===== src/hw/rtl/fhp_pkg.sv =====
// ----------------------------------------------------------------------------
// fhp_pkg
// Shared types and constants for the fragment header parser.
// ----------------------------------------------------------------------------
package fhp_pkg;

	// Result codes carried on the kind field
	typedef enum logic [1:0] {
		KIND_HDR_OK  = 2'd0,
		KIND_BLOB    = 2'd1,
		KIND_LEN_ERR = 2'd2,
		KIND_ZERO_ID = 2'd3
	} kind_t;

	localparam int unsigned HDR_BYTES = 21;
	localparam int unsigned CNT_W     = 5;

	// Header byte positions
	localparam logic [CNT_W-1:0] OBJ_END   = CNT_W'(8);
	localparam logic [CNT_W-1:0] FRG_END   = CNT_W'(16);
	localparam logic [CNT_W-1:0] FLAGS_POS = CNT_W'(16);
	localparam logic [CNT_W-1:0] HDR_LAST  = CNT_W'(HDR_BYTES - 1);

	localparam logic [31:0] MAX_BLOB_LEN_RST = 32'h0000_FFFF;

endpackage


===== src/hw/rtl/fragment_header_parser_core.sv =====
// ----------------------------------------------------------------------------
// fragment_header_parser_core
// Byte-serial decoder for packet fragments: collects the 21-byte header,
// reports it or its error, then passes the blob bytes through.
// ----------------------------------------------------------------------------
//
//  channel   direction  handshake              payload
//  -------   ---------  ---------------------  ---------------------------------
//  in        sink       in_valid / in_stall    in_byte
//  out       source     out_valid / out_stall  kind, ids, flags, length, blob
//  cfg       sink       cfg_we                 cfg_wdata (max_blob_len)
//
//  One word per cycle while in_stall is low: the header counter, the blob
//  counter and the result register each update on every accepted word.
//  A result appears on the output in the cycle after its word is taken.
//  in_stall rises only while a result sits in the output register and the
//  sink stalls it; words that give no result still wait for that slot.
//  Reset clears the counters, the header fields and the output valid, and
//  loads max_blob_len with 65535.
//
module fragment_header_parser_core (
	input  logic        clk,
	input  logic        arst_n,
	// byte stream in
	input  logic        in_valid,
	output logic        in_stall,
	input  logic [7:0]  in_byte,
	// results out
	output logic        out_valid,
	input  logic        out_stall,
	output logic [1:0]  kind,
	output logic [63:0] object_ident,
	output logic [63:0] fragment_ident,
	output logic        start_flag,
	output logic        end_flag,
	output logic [31:0] blob_length,
	output logic [7:0]  blob_byte,
	output logic        last_blob_byte,
	// configuration
	input  logic        cfg_we,
	input  logic [31:0] cfg_wdata
);

	// Configuration and parse state
	logic [31:0]                 max_blob_len_q;
	logic [fhp_pkg::CNT_W-1:0]   header_count_q;
	logic [63:0]                 object_shift_q;
	logic [63:0]                 fragment_shift_q;
	logic [7:0]                  flags_q;
	logic [31:0]                 length_shift_q;
	logic [31:0]                 blob_remaining_q;

	// Output register
	logic                        out_valid_q;
	fhp_pkg::kind_t              kind_q;
	logic [63:0]                 object_q;
	logic [63:0]                 fragment_q;
	logic [7:0]                  flags_out_q;
	logic [31:0]                 length_out_q;
	logic [7:0]                  blob_byte_q;
	logic                        last_q;

	// Next-state and result logic
	logic                        out_free;
	logic                        in_acc;
	logic                        blob_phase;
	logic [fhp_pkg::CNT_W-1:0]   header_count_d;
	logic [63:0]                 object_d;
	logic [63:0]                 fragment_d;
	logic [7:0]                  flags_d;
	logic [31:0]                 length_d;
	logic [31:0]                 blob_remaining_d;
	logic                        res_valid;
	fhp_pkg::kind_t              res_kind;
	logic [7:0]                  res_byte;
	logic                        res_last;

	// The output slot is free when empty or being drained this cycle
	assign out_free = !out_valid_q || !out_stall;
	assign in_stall = !out_free;
	assign in_acc   = in_valid && out_free;

	assign blob_phase = (blob_remaining_q != 32'd0);

	always_comb begin
		header_count_d   = header_count_q;
		object_d         = object_shift_q;
		fragment_d       = fragment_shift_q;
		flags_d          = flags_q;
		length_d         = length_shift_q;
		blob_remaining_d = blob_remaining_q;
		res_valid        = 1'b0;
		res_kind         = fhp_pkg::KIND_HDR_OK;
		res_byte         = 8'd0;
		res_last         = 1'b0;

		if (blob_phase) begin
			// Pass the payload byte through, flag the final one
			blob_remaining_d = blob_remaining_q - 32'd1;
			res_valid        = 1'b1;
			res_kind         = fhp_pkg::KIND_BLOB;
			res_byte         = in_byte;
			res_last         = (blob_remaining_q == 32'd1);
		end else begin
			// Shift the header byte into its field, MSB first
			if (header_count_q < fhp_pkg::OBJ_END) begin
				object_d = {object_shift_q[55:0], in_byte};
			end else if (header_count_q < fhp_pkg::FRG_END) begin
				fragment_d = {fragment_shift_q[55:0], in_byte};
			end else if (header_count_q == fhp_pkg::FLAGS_POS) begin
				flags_d = in_byte;
			end else begin
				length_d = {length_shift_q[23:0], in_byte};
			end

			if (header_count_q != fhp_pkg::HDR_LAST) begin
				header_count_d = header_count_q + 1'b1;
			end else begin
				// Header complete: length error wins over zero id
				header_count_d = '0;
				res_valid      = 1'b1;
				if (length_d > max_blob_len_q) begin
					res_kind = fhp_pkg::KIND_LEN_ERR;
				end else if (object_d == 64'd0) begin
					res_kind = fhp_pkg::KIND_ZERO_ID;
				end else begin
					res_kind         = fhp_pkg::KIND_HDR_OK;
					blob_remaining_d = length_d;
				end
			end
		end
	end

	// Parse state and configuration
	always_ff @(posedge clk or negedge arst_n) begin
		if (!arst_n) begin
			max_blob_len_q   <= fhp_pkg::MAX_BLOB_LEN_RST;
			header_count_q   <= '0;
			object_shift_q   <= '0;
			fragment_shift_q <= '0;
			flags_q          <= '0;
			length_shift_q   <= '0;
			blob_remaining_q <= '0;
		end else begin
			if (cfg_we) begin
				max_blob_len_q <= cfg_wdata;
			end
			// Advance only on an accepted word
			if (in_acc) begin
				header_count_q   <= header_count_d;
				object_shift_q   <= object_d;
				fragment_shift_q <= fragment_d;
				flags_q          <= flags_d;
				length_shift_q   <= length_d;
				blob_remaining_q <= blob_remaining_d;
			end
		end
	end

	// Output valid: load on a result, drop when drained with nothing new
	always_ff @(posedge clk or negedge arst_n) begin
		if (!arst_n) begin
			out_valid_q <= 1'b0;
		end else if (out_free) begin
			out_valid_q <= in_acc && res_valid;
		end
	end

	// Output payload: hold while stalled
	always_ff @(posedge clk) begin
		if (in_acc && res_valid) begin
			kind_q       <= res_kind;
			object_q     <= object_d;
			fragment_q   <= fragment_d;
			flags_out_q  <= flags_d;
			length_out_q <= length_d;
			blob_byte_q  <= res_byte;
			last_q       <= res_last;
		end
	end

	assign out_valid      = out_valid_q;
	assign kind           = kind_q;
	assign object_ident   = object_q;
	assign fragment_ident = fragment_q;
	assign start_flag     = flags_out_q[0];
	assign end_flag       = flags_out_q[1];
	assign blob_length    = length_out_q;
	assign blob_byte      = blob_byte_q;
	assign last_blob_byte = last_q;

endmodule


===== config.mk =====
export PLATFORM = sky130hd
export DESIGN_NAME = fragment_header_parser_core
export DESIGN_NICKNAME = d
export VERILOG_FILES = /design/src/hw/rtl/fhp_pkg.sv /design/src/hw/rtl/fragment_header_parser_core.sv
export SDC_FILE = /design/constraint.sdc
export NUM_CORES = 1
export LEC_CHECK = 0
export ABC_AREA = 0
export BUFFER_PORTS_ARGS = -buffer_cell sky130_fd_sc_hd__buf_2
export CORE_ASPECT_RATIO = 0.75
export CORE_UTILIZATION = 40
export DETAILED_ROUTE_END_ITERATION = 8
export GPL_TIMING_DRIVEN = 0
export MAX_ROUTING_LAYER = met4
export RECOVER_POWER = 50
export SYNTH_ARGS = -nofsm -noshare
export SYNTH_HDL_FRONTEND = slang
export SYNTH_SLANG_ARGS = --single-unit

===== constraint.sdc =====
create_clock -name clk -period 15.25 [get_ports clk]
set_input_delay 1.525 -clock clk [delete_from_list [all_inputs] [get_ports clk]]
set_output_delay 1.525 -clock clk [all_outputs]
set_load 0.02 [all_outputs]

# [Word level (Yosys, flattened, before mapping)]
# Cells that the tools add are included.
[totals] reg_bits=411 latchBits=0 ramBits=0 rom_bits=0 inputBits=45 n_memories=0
[op_classes] add_sub_neg=2 multipliers=0 div_mod_pow=0 magnitude_cmp=3 eq_ne=6 shift=0 n_mux=25 bitwise_logic=1 n_reduce_logical=11
[op_table] op="64-bit two-way mux" n=6
[op_table] op="32-bit two-way mux" n=9
[op_table] op="64-bit zero test" n=1
[op_table] op="32-bit by 1-bit == test with 1-bit output (second input constant)" n=1
[op_table] op="32-bit greater-than comparator" n=1
[op_table] op="8-bit two-way mux" n=4
[op_table] op="32-bit nonzero test" n=1
[op_table] op="32-bit by 1-bit subtractor with 32-bit output (second input constant)" n=1
[op_table] op="2-bit inequality test (second input constant)" n=3
[op_table] op="5-bit by 1-bit adder with 5-bit output (second input constant)" n=1
[op_table] op="5-bit == test (second input constant)" n=1
[op_table] op="5-bit by 4-bit less-than comparator with 1-bit output (second input constant)" n=1
[op_table] op="5-bit less-than comparator (second input constant)" n=1
[op_table] op="5-bit two-way mux" n=1
[op_table] op="5-bit inequality test (second input constant)" n=1
[op_table] op="2-bit two-way mux" n=2
[op_table] op="4-bit AND reduction" n=1
[op_table] op="1-bit zero test" n=3
[op_table] op="1-bit two-way mux" n=3
[op_table] op="1-bit logical AND" n=2
[op_table] op="2-bit AND reduction" n=1
[op_table] op="2-bit OR reduction" n=1
[op_table] op="1-bit logical OR" n=1
[op_table] op="1-bit inverter" n=1

# [Longest topological paths before layout]
# Gate-level depths: netlist of run 1.
[logic_depth] word_depth=9 ltp_mapped=17 ltp_nobuf=14

# [Worst setup path after synthesis of run 1]
# No wires, ideal clock.
[synth_path] path_kind="in2reg" start="in out_stall" end="reg out_valid_q, in the netlist out_valid" setup_ns=0.119 arrival_time_ns=10.954 required_time_ns=15.131 setup_slack_ns=4.177 path_stages=4 path_buffers=0 cell_sequence="nand2_1 nand2_1 a21oi_1 or2_2"
[synth_between] elab_chain_len=4
[synth_lines] item="from (decl)" line_no="fragment_header_parser_core.sv:30" source="input logic out_stall,"
[synth_lines] item="1-bit zero test *" line_no="fragment_header_parser_core.sv:79" source="assign out_free = !out_valid_q || !out_stall;"
[synth_lines] item="1-bit logical OR *" line_no="fragment_header_parser_core.sv:79"
[synth_lines] item="1-bit logical AND" line_no="fragment_header_parser_core.sv:81" source="assign in_acc = in_valid && out_free;"
[synth_lines] item="1-bit logical AND" line_no="fragment_header_parser_core.sv:165" source="out_valid_q <= in_acc && res_valid;"
[synth_lines] item="to (signal assigned)" line_no="fragment_header_parser_core.sv:165"
[synth_lines] item="to (decl)" line_no="fragment_header_parser_core.sv:54" source="logic out_valid_q;"
# Mark *: on every way between the ends. The rest lies on a longest branch, timed or not.
# A chain may end at the register's enable or synchronous reset.

==> results of run 1 <==
[cell families (layout without fill, tap and decap cells)]
group           Yosys count  after routing
compound gates          206            206
fa+ha+maj                36             36
buf+inv                 134            439
flops                   405            405
mux                     305            305
simple gates            285            285
[worst reg2reg max path: stages (launching register included)]
cell and delay (ns):
dfrtp_1 0.40, inv_1 0.10, ha_1 0.18, nand2_1 0.09
o31ai_1 0.63, clkbuf_1 0.70, mux2i_1 0.73, inv_1 0.10
ha_1 0.34, nand4_1 0.17, nor4_1 0.46, nand2b_1 0.10
a31oi_1 0.41, o41a_1 0.44, clkbuf_1 0.49, clkbuf_1 0.48
nor2_1 0.10, o22a_1 0.20
[Yosys cell counts (3+ instances only)]
| cell type | n |
|---|---|
| a211oi_1 | 3 |
| a21o_1 | 3 |
| a21oi_1 | 74 |
| a22oi_1 | 14 |
| and2_1 | 12 |
| buf_1 | 4 |
| buf_6 | 12 |
| clkbuf_1 | 51 |
| dfrtp_1 | 216 |
| dfstp_2 | 16 |
| edfxtp_1 | 173 |
| ha_1 | 36 |
| inv_1 | 65 |
| mux2_1 | 10 |
| mux2_2 | 244 |
| mux2_4 | 20 |
| mux2i_1 | 31 |
| nand2_1 | 77 |
| nand2b_1 | 5 |
| nand3_1 | 15 |
| nand4_1 | 14 |
| nand4b_1 | 3 |
| nor2_1 | 89 |
| nor3_1 | 25 |
| nor4_1 | 23 |
| o21a_1 | 5 |
| o21ai_0 | 72 |
| o22a_1 | 14 |
| o31ai_1 | 3 |
| or2_2 | 4 |
| or3_1 | 3 |
| or4_1 | 4 |
[registers in the layout, summed over array words and instances (netlist names)]
signal and cells:
flags_q 2, blob_length 32, header_count_q 5, fragment_ident 64
object_ident 64, last_blob_byte 1, blob_byte 8, object_shift_q 64
length_shift_q 32, max_blob_len_q 32, flags_out_q 2, kind 2
fragment_shift_q 64, blob_remaining_q 32, out_valid 1
[layout make-up]
| cell class | count | area share |
|---|---|---|
| plain buffers | 69 | 0.0166 |
| clock buffers | 59 | 0.0568 |
| clock inverters | 19 | 0.0119 |
| inverters | 65 | 0.0115 |
| multi-input cells | 832 | 0.305 |
| flip-flops and latches | 405 | 0.518 |
| well taps | 586 | 0.0344 |
| repair buffers | 227 | 0.0460 |
[stage by stage]
step	cells	total power, W	setup TNS, ns
global route	2262	0.00268	0
floorplan	1371	0.00142	0
global placement	2175	0.00152	-56.12
finish	2262	0.00257	0
CTS	2262	0.00261	0
detailed placement	2184	0.00152	0
[placed cells by master, fill, tap and decap left out, drive strengths merged, types with 4 or more instances in the layout]
| cell | instances |
|---|---|
| mux2i | 31 |
| mux2 | 274 |
| inv | 65 |
| nand4 | 14 |
| dfrtp | 216 |
| edfxtp | 173 |
| o22a | 14 |
| nor3 | 25 |
| dfstp | 16 |
| a22oi | 14 |
| o21a | 5 |
| a21oi | 74 |
| o21ai | 72 |
| clkinv | 10 |
| and2 | 12 |
| or4 | 5 |
| clkbuf | 290 |
| nand2b | 5 |
| or2 | 4 |
| nand3 | 15 |
| nor2 | 90 |
| ha | 36 |
| nor4 | 24 |
| nand2 | 78 |
| buf | 65 |
| bufinv | 6 |
[power by group]
part	switching (W)	internal, W
sequential	0.0000407	0.00121
combinational	0.000161	0.0000781
clock	0.000425	0.000656
total	0.000627	0.00194
[layer usage]
layer	track usage	vias to the layer above	share of wire
li1	-	5567	-
met1	0.305	5979	0.48
met2	0.298	380	0.43
met3	0.0459	62	0.071
met4	0.0486	0	0.019
met5	-	-	0
[final timing paths]
kind / slack, ns / start / endpoint / depth (start not counted)
worst max-delay path: 7.14 / arst_n / max_blob_len_q[20] / 2
worst min-delay path: 0.50 / fragment_shift_q[58] / fragment_shift_q[58] / 1
worst max register to register: 9.02 / header_count_q[0] / blob_remaining_q[17] / 17
worst min register to register: 0.50 / fragment_shift_q[58] / fragment_shift_q[58] / 1
max in group clk: 9.02 / header_count_q[0] / blob_remaining_q[17] / 17
min in group asynchronous: 1.61 / arst_n / fragment_shift_q[13] / 1
==> flow_summary.toml, run 1 <==
[placed_design]
routabilityCongestion = 0.886
post-dp-hpwl_microns = 33900
pre_cts_ws_ns = 9.16
placed_area_sq_um = 20200
buffer_ports.inserted = 218

[route]
route.vias.total = 12000
avgRoutedWirePerCell_microns = 20.7
detail_route.wirelength_microns = 46900
drt_iter0_drc = 840
remaining_drc_errors = 12
ant_nets = 0
avgViaCountPerCell = 5.30
detail_route.first_pass.iterations = 7

[cts]
cts_hold_repair.buffers = 0
h_tree_levels = 2
cts-buffers-inserted = 42
post-cts-setup-buffer-count = 0
clock_latency_ns = 0.54
root_buffer = "clkbuf_16"
post_cts.resized_instances = 0
numClockSinks = 405
clk_path_buf_depth = 3
cts_tree = "yes"
cts.clk_slew.worst_paths_ns = 0.06

[worst_setup_path]
critical_path_peak_fanout = 107
startpoint_type = "primary input"
worst-endpoint-arrival_ns = 7.34
worstSetupEndpointType = "async pin"
cp_cell_sequence = "clkbuf_1 > clkbuf_1"
type_of_the_setup_path_with_the_least_slack = "primary input to async pin"
timing.critical_path.required_ns = 14.48
slowest_stage = "clkbuf_1"
slowest_delay_ns = 4.13
worst_path_most_repeated_cell = "clkbuf_1"
critical_path.n_buffers_inverters = 2
cpLargestDelayFamily = "buffers and inverters"

[layout]
nets_final = 1723
final_design_area_no_fill_sq_um = 21300
layout-area-overhead-vs-synth_pct = 17.5
insertedDiodeCount = 0
multiInputGateArea_sq_um = 6500
n_fill_cell = 4115
seqCellArea_sq_um = 11000
layout-drive-gt1-share = 0.246
util_after_layout = 0.477

[power_and_ir_drop]
p_leak_nw = 9.28
power.density_cell_area_nw_per_um2 = 121
vdd_ir_drop_max_v = 0.0000763

[grt]
antenna_found_initial = 0
grt_pass1_wl_microns = 72000
grt_max_degree = 108
grt_pass1_vias = 12100
track_usage = 0.210
grt-ovfl-total = 0

[floorplanning]
floorplan.die_area_sq_um = 46200
design.core.area_sq_um = 44700
die_height_microns = 186
number_of_primary_i_o_pins = 220
die_width_microns = 248
placementRows = 67
initial_cell_density_of_the_core = 0.406

[synth]
ranking_of_synthesized_cells_by_area = "dfrtp_1 30%, edfxtp_1 29%, mux2_2 15%"
synth-main-ff-cell = "dfrtp_1"
post_synthesis_instance_area_sq_um = 18100
post-synth-top-area-fraction = 0.298
ffs_w_async_s_r_synth = 0.573
synth_compound_gate_area_share = 0.0672
ys_ff_latch = 405
post_synth_fa_ha_maj_area_fraction = 0.0249
synth_xor_area_frac = 0
number_of_library_cell_types_mapped_by_synthesis = 56
synthMuxAreaShare = 0.192
synthesis.instances = 1371
avgSynthCellArea_sq_um = 13.2
number_of_enable_flip_flop_cells_after_synthesis = 173
synth_seq_area_share = 0.608
synth_largest_area_cell = "dfrtp_1"
combinational_family_with_the_most_area_after_synthesis = "multiplexers"
synth.yosys.warnings = 0
syn-num-nets = 1452
synth-simple-area-share = 0.0753

[sta]
finalHoldViolCount = 0
clock-skew-final_ns = 0.0152
report.final.slew_viol_count = 289
fin_hold_ws_ns = 0.499
final.min_clock_period_ns = 8.11
setup_viol = 0
timing.final.ws_setup_ns = 7.14
post-route-period-util = 0.532
tightestPinTransition_ns = 5.82
max_slew_margin = -2.88
max_clock_freq_mhz = 123
rsz0062_at_grt = "no"

[run_status]
outcome = "finished, violations left"
violated_checks = "DRC, capacitance limit, slew limit"

[hold_path]
worst_hold_path_type = "flop to flop"

[job]
max_cap_viol_count = 5
Note: power is estimated with default switching activity, not from simulation.
==> run 2, diff against run 1 <==
--- a/config.mk
+++ b/config.mk
@@ -5,7 +5,7 @@
 export SDC_FILE = /design/constraint.sdc
 export NUM_CORES = 1
 export LEC_CHECK = 0
-export ABC_AREA = 0
+export ABC_AREA = 1
 export BUFFER_PORTS_ARGS = -buffer_cell sky130_fd_sc_hd__buf_2
 export CORE_ASPECT_RATIO = 0.75
 export CORE_UTILIZATION = 40
==> constraint.sdc (replaced) <==
create_clock -name clk -period 6.7 [get_ports clk]
set_input_delay 0.67 -clock clk [delete_from_list [all_inputs] [get_ports clk]]
set_output_delay 0.67 -clock clk [all_outputs]
set_load 0.02 [all_outputs]
==> flow_summary.toml, run 2 <==
[cts]
h_tree_levels = 2
cts.clk_slew.worst_paths_ns = 0.06
post_cts.resized_instances = 0
cts_tree = "yes"
root_buffer = "clkbuf_16"
cts-buffers-inserted = 43
clock_latency_ns = 0.59
cts_hold_repair.buffers = 0
clk_path_buf_depth = 3
post-cts-setup-buffer-count = 0
numClockSinks = 405

[layout]
insertedDiodeCount = 0
final_design_area_no_fill_sq_um = 22200
nets_final = 2526
mostFrequentLayoutCells = "708 x nand2_1, 322 x o21ai_0, 248 x clkbuf_1"
n_fill_cell = 4517
mostFrequentLayoutCell = "nand2_1"
layout-area-overhead-vs-synth_pct = 16.8
layout-drive-gt1-share = 0.0710

[job]
max_cap_viol_count = 2

[sta]
max_clock_freq_mhz = 215
post-route-period-util = 0.696
max_slew_margin = -0.976
clock-skew-final_ns = 0.0264
tightestPinTransition_ns = 2.96
timing.final.ws_setup_ns = 2.04
report.final.slew_viol_count = 129
rsz0062_at_grt = "no"
setup_tns_ns = 0
finalHoldViolCount = 0
setup_viol = 0
final.min_clock_period_ns = 4.66

[synth]
post_synthesis_instance_area_sq_um = 19000
leading_cell_type_by_number_of_instances_after_synthesis = "nand2_1"
syn-num-nets = 2260
avgSynthCellArea_sq_um = 8.71
number_of_enable_flip_flop_cells_after_synthesis = 173
synth_seq_area_share = 0.581
ys_ff_latch = 405
synth_largest_area_cell = "dfrtp_1"
post-synth-top-area-fraction = 0.285
number_of_library_cell_types_mapped_by_synthesis = 35
ranking_of_synthesized_cells_by_area = "dfrtp_1 28%, edfxtp_1 27%, nand2_1 14%"
ffs_w_async_s_r_synth = 0.573
synth.yosys.warnings = 0
synth-main-ff-cell = "dfrtp_1"
synthesis.instances = 2179
ys_top_cells_by_count = "708 x nand2_1, 316 x o21ai_0, 216 x dfrtp_1"

[run_status]
outcome = "finished, violations left"
violated_checks = "capacitance limit, slew limit"

[worst_setup_path]
critical_path_peak_fanout = 10
worstSetupEndpointType = "flop"
slowest_stage = "clkbuf_1"
type_of_the_setup_path_with_the_least_slack = "flop to flop"
worst_path_most_repeated_cell = "nand2_1"
slowest_delay_ns = 0.51
startpoint_type = "flop"
timing.critical_path.required_ns = 7.21
cp_cell_sequence = "inv_1 > ha_1 > nand2_1 > nor2_1 > nand2_1 > nand2_1 > clkbuf_1 > o21ai_0 > ha_1 > nand2_1 > nor2_1 > nand2_1 > nor4_1 > nand2_1 > nand3_1 > clkbuf_1 > nand4_1 > nand2_1"
worst-endpoint-arrival_ns = 5.17

[power_and_ir_drop]
p_leak_nw = 9.84
vdd_ir_drop_max_v = 0.000192
power.density_cell_area_nw_per_um2 = 421
fin_total_pwr_w = 0.00934

[grt]
track_usage = 0.243
grt_pass1_vias = 15400
antenna_found_initial = 0
grt-ovfl-total = 0
grt_pass1_wl_microns = 87500
grt_max_degree = 107

[route]
route.vias.total = 16100
detail_route.wirelength.met1_microns = 27100
route.met3.wl_microns = 4000
avgViaCountPerCell = 5.18
detail_route.first_pass.iterations = 5
remaining_drc_errors = 0
detail_route.wirelength_microns = 56800
ant_nets = 0
routed.top_layer = "met4"
routed-wl-met2_microns = 24300
drt_iter0_drc = 1487
avgRoutedWirePerCell_microns = 18.3

[placed_design]
pre_cts_ws_ns = 2.28
buffer_ports.inserted = 218
placed_area_sq_um = 21000
routabilityCongestion = 0.938
post-dp-hpwl_microns = 41200

[floorplanning]
design.core.area_sq_um = 46500
initial_cell_density_of_the_core = 0.409
number_of_primary_i_o_pins = 220
die_height_microns = 191
floorplan.die_area_sq_um = 48300
die_width_microns = 254
placementRows = 68

[hold_path]
worst_hold_path_type = "primary input to flop"
[run 2: cell types whose count changed in the layout (fill, tap and decap cells not counted), moves of 59 or more]
cell     delta
inv_1     +144
mux2_2    -243
nand2_1   +631
nor2_1     +59
o21ai_0   +250
o21ai_1    +78
[run 2: worst paths after layout]
path | from | endpoint | slack [ns] | cells after the start
setup / recovery | header_count_q[0] | blob_remaining_q[28] | 2.04 | 18
hold / removal | cfg_wdata[24] | max_blob_len_q[24] | 0.29 | 3
setup reg to reg | header_count_q[0] | blob_remaining_q[28] | 2.04 | 18
hold reg to reg | fragment_shift_q[60] | fragment_shift_q[60] | 0.49 | 2
max in group asynchronous | arst_n | fragment_shift_q[34] | 2.21 | 3
min in group asynchronous | arst_n | object_shift_q[50] | 1.08 | 1
[run 2: cell families (layout without fill, tap and decap cells)]
logic type               Yosys count  count (layout)  synth area share
XOR/XNOR                          21              21           0.00969
buffers and inverters            324             625            0.0686
AO/OA/AOI/OAI                    453             453             0.120
AND/OR/NAND/NOR                  939             939             0.196
adder cells (fa/ha/maj)           36              36            0.0237
multiplexers                       1               1          0.000593
flip-flops                       405             405             0.581
[run 2: cell type report]
type	count	area [sq um]	share of cell area
repair buffers	221	931	0.0420
well taps	630	788	0.0356
inverters	212	796	0.0359
multi-input cells	1450	6650	0.300
clock inverters	32	353	0.0159
flip-flops and latches	405	11000	0.497
plain buffers	112	508	0.0229
clock buffers	48	1120	0.0507
[run 2: routing by layer]
layer  up-vias  GRT usage
met5         -          -
met4         0     0.0737
met3        95     0.0325
met2       610      0.346
met1      7772      0.359
li1       7644          -
[run 2: metrics by stage]
stage,utilization,hold WS (ns),instances
6_report,0.477,0.289,3110
5_1_grt,0.477,0.290,3110
4_1_cts,0.483,0.00688,3110
3_5_place_dp,0.451,0.470,3030
3_3_place_gp,0.449,0.463,3027
2_1_floorplan,-,0.374,2179
[run 2: critical path: cells and delay by family (launching register included)]
kind / cells / cell delay (ns)
buffers and inverters: 3 / 1.11
adder cells (fa/ha/maj): 2 / 0.53
flip-flops: 1 / 0.40
AND/OR/NAND/NOR: 12 / 2.22
AO/OA/AOI/OAI: 1 / 0.32
[run 2: power breakdown]
| part | switching [W] | total [W] | internal [W] | leakage (nW) |
|---|---|---|---|---|
| Sequential | 0.000437 | 0.00388 | 0.00344 | 4.56 |
| Clock | 0.00105 | 0.00250 | 0.00145 | 0.716 |
| Combinational | 0.00207 | 0.00296 | 0.000891 | 4.56 |
| Total | 0.00356 | 0.00934 | 0.00578 | 9.84 |
